File: src/rtl/core/lpmrt_ram.sv
`default_nettype none

// Simple dual-port RAM, one write and one registered read port
module lpmrt_ram #(
    parameter int WIDTH = 8,
    parameter int DEPTH = 16
) (
    input  wire logic                                          aclk,
    input  wire logic                                          we,
    input  wire logic [((DEPTH > 1) ? $clog2(DEPTH) : 1)-1:0]  waddr,
    input  wire logic [WIDTH-1:0]                              wdata,
    input  wire logic                                          re,
    input  wire logic [((DEPTH > 1) ? $clog2(DEPTH) : 1)-1:0]  raddr,
    output logic      [WIDTH-1:0]                              rdata
);
    logic [WIDTH-1:0] mem [DEPTH];

    always_ff @(posedge aclk) begin
        if (we) begin
            mem[waddr] <= wdata;
        end
        if (re) begin
            rdata <= mem[raddr];
        end
    end

endmodule

`default_nettype wire

File: config.mk
export PLATFORM = sky130hd
export DESIGN_NAME = lpmrt_ram
export DESIGN_NICKNAME = d
export VERILOG_FILES = /design/src/rtl/core/lpmrt_ram.sv
export SDC_FILE = /design/constraint.sdc
export NUM_CORES = 1
export LEC_CHECK = 0
export ABC_CLOCK_PERIOD_IN_PS = 2600
export BUFFER_PORTS_ARGS = -buffer_cell sky130_fd_sc_hd__buf_2
export CORE_MARGIN = 5
export CORE_UTILIZATION = 60
export CTS_BUF_LIST = sky130_fd_sc_hd__clkbuf_8
export DETAILED_ROUTE_END_ITERATION = 8
export GPL_TIMING_DRIVEN = 1
export PLACE_DENSITY = 0.77
export SETUP_SLACK_MARGIN = 0.1
export SLEW_MARGIN = 15
export SYNTH_ARGS = -nofsm -noshare
export SYNTH_HDL_FRONTEND = slang
export SYNTH_SLANG_ARGS = --single-unit
File: constraint.sdc
create_clock -name aclk -period 2.6 [get_ports aclk]
set_input_delay 0.13 -clock aclk [delete_from_list [all_inputs] [get_ports aclk]]
set_output_delay 0.13 -clock aclk [all_outputs]
set_load 0.02 [all_outputs]
== Yosys cells after proc, flatten, opt, wreduce, memory -nomap -nowiden ==
Memory sizes are Yosys's and may differ from the RTL's. A register that Yosys moved wholly into a read port is not among the register bits.
Cells that the tools add are included.

* Flip-flop bits (word level): 0
* RAM bits: 128
* Input port bits: 19
* Output and inout bits: 8
* Memories: 1

{| class="wikitable"
|+ Memories
! name !! depth !! bits a word !! read ports !! clocked after Yosys merged registers in !! wr ports !! line !! text
|-
| mem || 16 || 8 || 1 || 1 || 1 || 16 || <nowiki>logic [WIDTH-1:0] mem [DEPTH];</nowiki>
|}

* Mux-type cells: 2

{| class="wikitable"
|+ Operators by type and width
! kind !! count
|-
| 1-bit two-way mux || 2
|}

== Logic depth before layout (Yosys ltp) ==
* Depth after elaboration: 2
* Mapped depth: 5
* Gate-level depth less buffers: 3

== Worst setup path before layout ==
No wires, ideal clock.

* Path kind: input port to flip-flop
* Start: input waddr[2] (netlist bit)
* End: memory mem[0][0], enable pin
* Library setup time: 383 ps
* Data arrival time: 1,240 ps
* Slack: 977 ps
* Stages on the path: 2
* Buffers on the path: 0
* Cell sequence: or3b_2 nor3_1

{| class="wikitable"
|+ RTL lines
! what !! line !! text
|-
| start: declaration || 10 || <nowiki>input wire logic [((DEPTH > 1) ? $clog2(DEPTH) : 1)-1:0] waddr,</nowiki>
|-
| end: declaration || 16 ||
|}

Straight into the memory's write port.

==> impl_metrics.json <==
{
  "outcome": "finished clean",
  "p_leak_nw": 2.00,
  "p_sw_frac": 0.193,
  "clockBufferDepth": 2,
  "die-area_um2": 10700,
  "rows": 34,
  "vdd_drop_max_uv": 410,
  "dieWidth_um": 103,
  "post_synth.cell_area_avg_um2": 22.8,
  "yosysWarnings": 0,
  "slew_viol_final": 0,
  "setup_viol": 0,
  "synth_compound_area_frac": 0.0230,
  "fmax_ghz": 0.641,
  "fillCellCount": 509,
  "grt_max_degree": 18,
  "antenna_found_initial": 0,
  "synth-xor-area-share": 0,
  "cts-buffers-inserted": 17,
  "wl_per_cell_um": 23.1,
  "r2r_setup_slack_ns": 1.04,
  "start_util": 0.608,
  "period_needed_ns": 1.56,
  "muxShareOfSynthArea": 0.148,
  "grt_first_pass_wirelength_um": 14400,
  "die_h_um": 103,
  "drive_gt1_frac": 0.298,
  "synth_cell_types": 18,
  "drt-initial-drc-count": 200,
  "start_kind": "flip-flop",
  "totalWireLength_um": 9170,
  "intPower_mw": 3.78,
  "cts-htree-levels": 4,
  "syn_inst": 229,
  "fin_crit_sh": 0.600,
  "cp_max_fo": 1,
  "setup_tns_ns": 0,
  "synth_top_family_by_area": "multiplexers",
  "cts.clk_slew.worst_paths_ns": 0.08,
  "worstRegToRegCells": 3,
  "pwr-share-comb": 0.048,
  "place.port_buffers": 26,
  "ctsResizeCount": 0,
  "synth_nets": 248,
  "min_path_type": "input pin to flip-flop",
  "syn_area_um2": 5230,
  "rsz0062_at_grt": "no",
  "grt.overflow.total": 0,
  "multiInputGateArea_um2": 1060,
  "pwr-share-clk": 0.423,
  "hold_viol": 0,
  "skew_ns": 0.0113,
  "post-route-util": 0.694,
  "cts_root_buf": "clkbuf_8",
  "endpoint_kind": "flip-flop",
  "worstPathRequired_ns": 2.76,
  "switching_power_mw": 0.906,
  "clk_latency_ns": 0.41,
  "p_per_area_nw_per_um2": 787,
  "grt_usage": 0.196,
  "top_level_ports": 27,
  "max_cap_viol_count": 0,
  "holdPathEnd": "rdata[5]",
  "grt_pass1_vias": 2501,
  "whs_path_depth": 1,
  "cts_hold_buf": 0,
  "hpwl_um": 5830,
  "final_net_count": 295,
  "core_um2": 8590,
  "cts_tree": "built",
  "ant_nets": 0,
  "power.share.sequential": 0.529,
  "area_growth_pct": 14.0,
  "worst_slew_pin_slew_ns": 0.868,
  "place.gp.congestion": 0.785,
  "drc": 0,
  "worstSetupPathType": "flip-flop to flip-flop",
  "critPathArrivalTime_ns": 1.72,
  "relSlewSlack": 0.420,
  "synth-simple-area-share": 0.0314,
  "ff_latch_area_um2": 4080,
  "vias": 2454,
  "antenna-diode-count": 0,
  "ys_ff_latch": 136,
  "worstHoldStart": "re",
  "first_pass_iters": 4,
  "vias_per_cell": 6.18,
  "r2r_start": "mem[9][1]",
  "r2r-end": "rdata[1]",
  "cts_setup_buffers": 0,
  "ys_seq_area_frac": 0.781,
  "cts.sinks": 136,
  "synth_adder_area_share": 0
}
==> layout make-up <==
| class | instances | area share |
|---|---|---|
| Sequential cell | 136 | 0.685 |
| Tap cell | 108 | 0.0227 |
| Multi-Input combinational cell | 83 | 0.177 |
| Timing Repair Buffer | 38 | 0.0369 |
| Clock buffer | 17 | 0.0392 |
| Clock inverter | 15 | 0.0388 |
==> worst max-delay path by stage <==
stage	start	to	slack [ns]	cells past startpoint
after global placement	raddr[0]	rdata[1]	0.81	5
after detailed placement	raddr[0]	rdata[3]	0.74	5
after CTS	mem[8][3]	rdata[3]	1.04	3
final	mem[9][1]	rdata[1]	1.04	3
after global routing	mem[9][1]	rdata[1]	0.97	3
after floorplan	waddr[2]	mem[0][0]	0.98	2
==> power groups by stage <==
stage	Combinational, mW	Clock [mW]	Sequential [mW]
after detailed placement	0.229	0	2.53
after global routing	0.247	2.12	2.48
after global placement	0.225	0	2.53
after CTS	0.230	2.00	2.48
final	0.226	1.99	2.48
after floorplan	0.125	0	2.54
==> placed cells by master, fill, tap and decap left out, drive strengths merged, types with 4 or more instances in the layout <==
cell    count
edfxtp    136
buf        38
a22oi      16
clkinv      8
bufinv      6
nand2       9
mux4       32
nor3        4
nor2       13
clkbuf     17
==> cell families after synthesis <==
| kind of cell | Yosys count |
|---|---|
| flops | 136 |
| simple gates | 35 |
| mux | 32 |
| compound gates | 16 |
| buf+inv | 10 |
==> sequential cells by signal, indices dropped and copies added, names as in the netlist <==
| register | cells |
|---|---|
| mem | 128 |
| rdata | 8 |
==> worst max-delay path: stages (launching register included) <==
cell,delay [ns]
edfxtp_1,0.37
mux4_1,0.53
a22oi_1,0.33
nand2_1,0.08
==> per-layer routing <==
layer  routed length [um]  share of wire  global-route usage
met5                    0              0                   0
met4                  193          0.021              0.0936
met3                  643          0.070              0.0342
met2                 4650           0.51               0.307
met1                 3680           0.40               0.274
==> Yosys cell counts, drive strengths merged <==
master / number / area [um2]
nor2b: 1 / 6.26
clkdlybuf4s25: 3 / 30.0
nand2b: 2 / 12.5
nand3b: 2 / 15.0
and2b: 1 / 7.51
nand3: 1 / 5.00
edfxtp: 136 / 4080
nor3: 4 / 20.0
buf: 7 / 56.3
a22oi: 16 / 120
mux4: 32 / 773
nor2: 13 / 48.8
nand2: 9 / 33.8
or3b: 1 / 8.76
and2: 1 / 6.26
==> stage by stage <==
stage	setup WS (ns)	instance area [um2]	hold slack, ns	instances	total power [mW]
global placement	0.809	5500	0.500	365	2.75
global route	0.975	5960	0.0364	397	4.85
finish	1.04	5960	0.0676	397	4.69
detailed placement	0.743	5500	0.495	365	2.76
CTS	1.04	5960	0.0486	397	4.71
floorplan	0.977	5230	0.229	229	2.66
(Power assumes the default switching activity.)
