$ cat src/rtl/core/lpmrt_pkg.sv
`default_nettype none

package lpmrt_pkg;

    // Table geometry
    localparam int DEPTH = 64;
    localparam int IDX_W = (DEPTH > 1) ? $clog2(DEPTH) : 1;
    localparam int CNT_W = $clog2(DEPTH + 1);

    localparam int ADDR_W   = 32;
    localparam int IFACE_W  = 4;
    localparam int PFX_W    = 6;
    localparam int OP_W     = 2;
    localparam int STATUS_W = 3;

    // Beat widths, padded to whole bytes
    localparam int S_DATA_W = 136;
    localparam int M_DATA_W = 48;

    // Operation codes
    localparam logic [OP_W-1:0] OP_CLEAR  = 2'd0;
    localparam logic [OP_W-1:0] OP_ADD    = 2'd1;
    localparam logic [OP_W-1:0] OP_LOOKUP = 2'd2;

    // Result status codes
    localparam logic [STATUS_W-1:0] STAT_CLEARED   = 3'd0;
    localparam logic [STATUS_W-1:0] STAT_ADDED     = 3'd1;
    localparam logic [STATUS_W-1:0] STAT_FULL      = 3'd2;
    localparam logic [STATUS_W-1:0] STAT_FOUND     = 3'd3;
    localparam logic [STATUS_W-1:0] STAT_NOT_FOUND = 3'd4;

    // One stored route; prefix length is computed once at insert time
    typedef struct packed {
        logic [ADDR_W-1:0]  dest;
        logic [ADDR_W-1:0]  mask;
        logic [ADDR_W-1:0]  gw;
        logic [IFACE_W-1:0] iface;
        logic [PFX_W-1:0]   len;
    } route_entry_t;

    localparam int ENTRY_W = $bits(route_entry_t);

    typedef enum logic [1:0] {
        FSM_IDLE,
        FSM_SCAN,
        FSM_DONE
    } fsm_t;

    // Control from the sequencer to the scan unit
    typedef struct packed {
        logic              start;
        logic              data_vld;
        logic [ADDR_W-1:0] addr;
    } scan_ctrl_t;

    // Current best match held by the scan unit
    typedef struct packed {
        logic               hit;
        logic [ADDR_W-1:0]  hop;
        logic [IFACE_W-1:0] iface;
        logic [PFX_W-1:0]   len;
    } scan_best_t;

    // Leading ones of a mask, binary search in six steps
    function automatic logic [PFX_W-1:0] leading_ones(input logic [ADDR_W-1:0] m);
        logic [ADDR_W-1:0] v;
        logic [PFX_W-1:0]  n;
        v = m;
        n = '0;
        if (v[31:16] == 16'hFFFF) begin
            n = n + 6'd16;
            v = v << 16;
        end
        if (v[31:24] == 8'hFF) begin
            n = n + 6'd8;
            v = v << 8;
        end
        if (v[31:28] == 4'hF) begin
            n = n + 6'd4;
            v = v << 4;
        end
        if (v[31:30] == 2'b11) begin
            n = n + 6'd2;
            v = v << 2;
        end
        if (v[31]) begin
            n = n + 6'd1;
            v = v << 1;
        end
        if (v[31]) begin
            n = n + 6'd1;
        end
        return n;
    endfunction

endpackage

`default_nettype wire

$ cat src/rtl/core/lpmrt_scan.sv
`default_nettype none

// Compare unit: checks one entry per cycle against the lookup address, while data_vld is set
module lpmrt_scan
    import lpmrt_pkg::*;
(
    input  wire logic         aclk,
    input  wire logic         aresetn,
    input  wire scan_ctrl_t   ctrl,
    input  wire route_entry_t entry,
    output scan_best_t        best
);
    logic [ADDR_W-1:0] addr_reg;
    logic              addr_zero_reg;
    scan_best_t        best_reg;
    logic              match;
    logic              win;

    // Masked compare; for address zero this is "masked dest is zero"
    always_comb begin
        match = ((addr_reg ^ entry.dest) & entry.mask) == '0;
        if (addr_zero_reg) begin
            win = match && !best_reg.hit;
        end else begin
            win = match && (entry.len > best_reg.len);
        end
    end

    // Best-match tracking; only the hit flag is reset
    always_ff @(posedge aclk) begin
        if (!aresetn) begin
            best_reg.hit <= 1'b0;
        end else if (ctrl.start) begin
            best_reg.hit <= 1'b0;
        end else if (ctrl.data_vld && win) begin
            best_reg.hit <= 1'b1;
        end

        // payload of the best match
        if (ctrl.start) begin
            addr_reg       <= ctrl.addr;
            addr_zero_reg  <= (ctrl.addr == '0);
            best_reg.len   <= '0;
            best_reg.hop   <= '0;
            best_reg.iface <= '0;
        end else if (ctrl.data_vld && win) begin
            best_reg.len   <= entry.len;
            best_reg.hop   <= entry.gw;
            best_reg.iface <= entry.iface;
        end
    end

    assign best = best_reg;

endmodule

`default_nettype wire

$ cat config.mk
export PLATFORM = sky130hd
export DESIGN_NAME = lpmrt_scan
export DESIGN_NICKNAME = d
export VERILOG_FILES = /design/src/rtl/core/lpmrt_pkg.sv /design/src/rtl/core/lpmrt_scan.sv
export SDC_FILE = /design/constraint.sdc
export NUM_CORES = 1
export LEC_CHECK = 0
export BUFFER_PORTS_ARGS = -buffer_cell sky130_fd_sc_hd__buf_2
export CAP_MARGIN = 40
export CORE_MARGIN = 10
export CORE_UTILIZATION = 50
export CTS_BUF_LIST = sky130_fd_sc_hd__clkbuf_4 sky130_fd_sc_hd__clkbuf_8
export DETAILED_ROUTE_END_ITERATION = 8
export PLACE_DENSITY_LB_ADDON = 0.05
export SETUP_SLACK_MARGIN = 0.05
export SYNTH_ARGS = -nofsm -noshare
export SYNTH_HDL_FRONTEND = slang
export SYNTH_SLANG_ARGS = --single-unit
$ cat constraint.sdc
create_clock -name aclk -period 6.1 [get_ports aclk]
set_input_delay 1.22 -clock aclk [delete_from_list [all_inputs] [get_ports aclk]]
set_output_delay 1.22 -clock aclk [all_outputs]
set_load 0.1 [all_outputs]
# After elaboration in Yosys (flattened, before gate mapping)

Index checks and enable logic that the tools add are counted.

Reduce and logical (&&, ||, !) cells: 7
Bitwise gates (word level): 3
Order comparisons: 1
Muxes and demuxes: 1

Operators by type and width:

| kind              | number |
|---|---|
| $logic_not 32->1  | 2 |
| $and 32x32->32    | 1 |
| $xor 32x32->32    | 1 |
| $gt 6x6->1        | 1 |
| $logic_and 1x1->1 | 3 |
| $reduce_or 2->1   | 1 |
| $logic_not 1->1   | 1 |
| $mux 1            | 1 |
| $not 1->1         | 1 |

Bits in registers: 76
Bits of input ports: 142
Output and inout port bits: 43

# Depth between registers and ports, before layout

Depth in word-level cells: 6
Mapped depth: 9

# Worst setup path before layout

Ideal clock, no wire load.

Path type: in2reg
Start point: input entry[5] in the netlist's numbering
End point: register best_reg (netlist bit best[0])
Setup slack: 2.993 ns
Stages on the path: 7
Data arrival time: 3.035 ns
Required time: 6.028 ns
Library setup time: 0.072 ns
Path buffers: 1
Path through: ha_1 nand4_1 o221ai_1 o21ai_2 a2111oi_4 buf_8 mux2i_1

Cells in the longest elaborated chain, start to end: 4

RTL lines:

| element           | RTL line         | text |
|---|---|---|
| start, declared   | lpmrt_scan.sv:10 | `input wire route_entry_t entry,` |
| $gt 6x6->1        | lpmrt_scan.sv:25 | `win = match && (entry.len > best_reg.len);` |
| $logic_and 1x1->1 | lpmrt_scan.sv:25 |  |
| $mux 1            | lpmrt_scan.sv:22 | `if (addr_zero_reg) begin` |
| $logic_and 1x1->1 | lpmrt_scan.sv:46 | `end else if (ctrl.data_vld && win) begin` |
| end, declared     | lpmrt_scan.sv:15 | `scan_best_t best_reg;` |

Every way passes these cells.
A chain may end at the register's enable or synchronous reset.

# Worst setup path after layout

Start point: input entry[100] in the netlist's numbering
End point: register best_reg (netlist bit best[34])

Cells in the longest elaborated chain, start to end: 6
Elaborated cells on any way between the ends: 7
Those cells by class: 1 x mux; 2 x bitwise; 4 x reduce/logical

RTL lines:

| element                                     | RTL line                           | text |
|---|---|---|
| $xor 32x32->32 *                            | lpmrt_scan.sv:21                   | `match = ((addr_reg ^ entry.dest) & entry.mask) == '0;` |
| $and 32x32->32 *                            | lpmrt_scan.sv:21                   |  |
| $logic_not 32->1 *                          | lpmrt_scan.sv:21                   |  |
| $logic_and 1x1->1, on equally long branches | lpmrt_scan.sv:25, lpmrt_scan.sv:23 |  |
| $mux 1 *                                    | lpmrt_scan.sv:22                   |  |
| $logic_and 1x1->1 *                         | lpmrt_scan.sv:46                   |  |

Every way passes the cells marked *; elsewhere a longest branch is shown, timed or not.

==> run metrics <==
status complete, no violations; CTS max path bufs 2; clock slew at reported path FFs about 0.08 ns; clk root buf clkbuf_8; final WL roughly 9500 um; Worst EP required 6.37 ns; vias in the first global route between 2000 and 3000; fin nets around 640; Rel. slew slack 48.4%; post-route clock period utilization approximately 48%; # IOs ~190; CP endpoint kind flip-flop; Crit path arrival time roughly 3.2 ns; CP startpoint kind input pin; diodes inserted 0; largest net degree at the start of global routing 86; Synth cell types 23; fmax 344 MHz; residual DRC count 0; H-tree Lvls 3; Placeable Area about 0.0065 sq mm; HPWL after detailed placement 7840 um; layout cell share with drive strength beyond 1 41.9%; later-pin clock latency in the skew report 0.34 ns; area grow syn2layout 35.2%; min-delay worst type flip-flop to flip-flop; Final Skew about 0.0076 ns; dpl cells around 560; Filler Cell Count around 530; sequential-to-total area share from yosys stat 54.7%; antenna violations before repair 1; Detail Route Antenna Nets 0; Die X 102 um; Finished Layout Cells about 570; Tmin final 2.91 ns; Pwr Total 1.13 mW; die area between 0.01 and 0.015 sq mm; crit-path max FO 22; Core Util, Final just over 70%; IO Port Bufs approximately 180; post-cts sizing count 0; critical path class input pin to flip-flop; Mapped Area 0.00338 sq mm; CTS Buf Count 9; Rows 29; TritonCTS clock tree built; syn_area_per_cell 11.1 sq um; max FFs per register 43; FF+latch count, synth 76; Slew Viols, Final 0; mean number of vias per cell roughly 5; CTS sink cnt 76; routed length per instance 16.7 um; number of hold-repair buffers added at the cts stage 0; first-pass GRT wire length 14600 um; total global-route track usage between 10% and 20%; GR Overflow Total 0; TNS Setup 0 ns; Worst VDD drop around 0.00018 V; post-CTS setup buffer count 0; max-cap viol count 0; Power Density 247 mW/mm^2; Hold Vio Cnt, Final 0; syn_nets between 400 and 500; Post-Syn Instances between 300 and 400; initial core utilization 52.4%; # setup viols final 0; GPL Wtd Cong 0.808; Slew @ Worst Pin about 0.77 ns; YS warnings 0; Lkg Pwr around 2.1 nW; Vias around 2800; Die H between 100 and 150 um; DRT Pass-1 Iters 4; initial detailed-routing violation count about 120; unrepaired setup endpoints after global routing false; Min Hold Slack roughly 0.46 ns
## through the flow
step / instance area (sq um) / setup slack [ns]
floorplan: 3380 / 2.99
global placement: 4330 / 2.87
detailed placement: 4330 / 2.81
CTS: 4570 / 3.18
global route: 4570 / 3.05
finish: 4570 / 3.19
## logic make-up after synthesis
kind of cell,share of synthesized area [%]
buf+inv,3.77
xor+xnor,8.28
mux,12.4
simple gates,12.7
flops,54.7
fa+ha+maj,2.22
compound gates,5.88
## path summary, 6_finish.rpt
| kind | startpoint | endpoint | slack (ns) | depth (start not counted) |
|---|---|---|---|---|
| max | entry[100] | best[34]$_SDFFE_PP0P_ | 3.19 | 8 |
| max reg2reg | addr_reg[26]$_DFFE_PP_ | best[34]$_SDFFE_PP0P_ | 3.79 | 7 |
| min | best[8]$_SDFFE_PP0P_ | best[8]$_SDFFE_PP0P_ | 0.46 | 2 |
| min reg2reg | best[8]$_SDFFE_PP0P_ | best[8]$_SDFFE_PP0P_ | 0.46 | 2 |
## Yosys cell counts
cell,count,area [sq um]
a222oi_1,1,10.0
nor4_1,8,50.1
a22o_1,3,26.3
nor2_1,1,3.75
o21ai_2,1,8.76
a22oi_1,8,60.1
a21oi_1,3,15.0
and4_1,1,8.76
o221ai_1,1,8.76
a221oi_1,2,17.5
dfxtp_1,43,861
inv_1,9,33.8
xor2_1,32,280
nand4_1,6,37.5
mux2i_1,42,420
clkbuf_1,9,33.8
o211a_1,1,10.0
a221oi_2,1,15.0
edfxtp_1,33,991
a2111oi_4,1,27.5
ha_1,6,75.1
buf_8,4,60.1
nand2_1,88,330
## placed cells by master (no fill, tap or decap), types with 8 or more instances in the layout
master	instances
nand2_1	88
a22oi_1	8
dfxtp_1	43
nor4_1	8
clkbuf_8	9
buf_2	184
mux2i_1	42
xor2_1	32
edfxtp_1	33
inv_1	8
## power by group
part / internal, mW / switching, mW / total, mW / leakage, nW
clock: 0.277 / 0.182 / 0.459 / 0.124
combinational: 0.0578 / 0.0536 / 0.111 / 1.29
sequential: 0.550 / 0.00800 / 0.558 / 0.669
total: 0.885 / 0.244 / 1.13 / 2.08
## critical path: stages
cell       delay, ns
buf_2           0.10
xor2_1          0.15
a22o_1          0.23
a221oi_1        0.32
nand4_1         0.23
a2111oi_4       0.27
buf_4           0.41
mux2i_1         0.24
## area by class of cell
class | instances | area (sq um) | share of cell area [%]
Timing Repair Buffer | 187 | 943 | 20.6
Tap cell | 77 | 96.3 | 2.11
Clock buffer | 10 | 131 | 2.87
Sequential cell | 76 | 1850 | 40.5
Inverter | 9 | 33.8 | 0.739
Multi-Input combinational cell | 206 | 1410 | 30.7
Clock inverter | 6 | 113 | 2.46
## per-layer routing
layer	vias up	wire length, um	GRT usage [%]
met1	1265	3600	18.9
met4	2	120	4.99
met2	126	4750	31.6
met5	-	12	0
li1	1428	-	-
met3	14	1040	8.64
(Power assumes the default switching activity.)
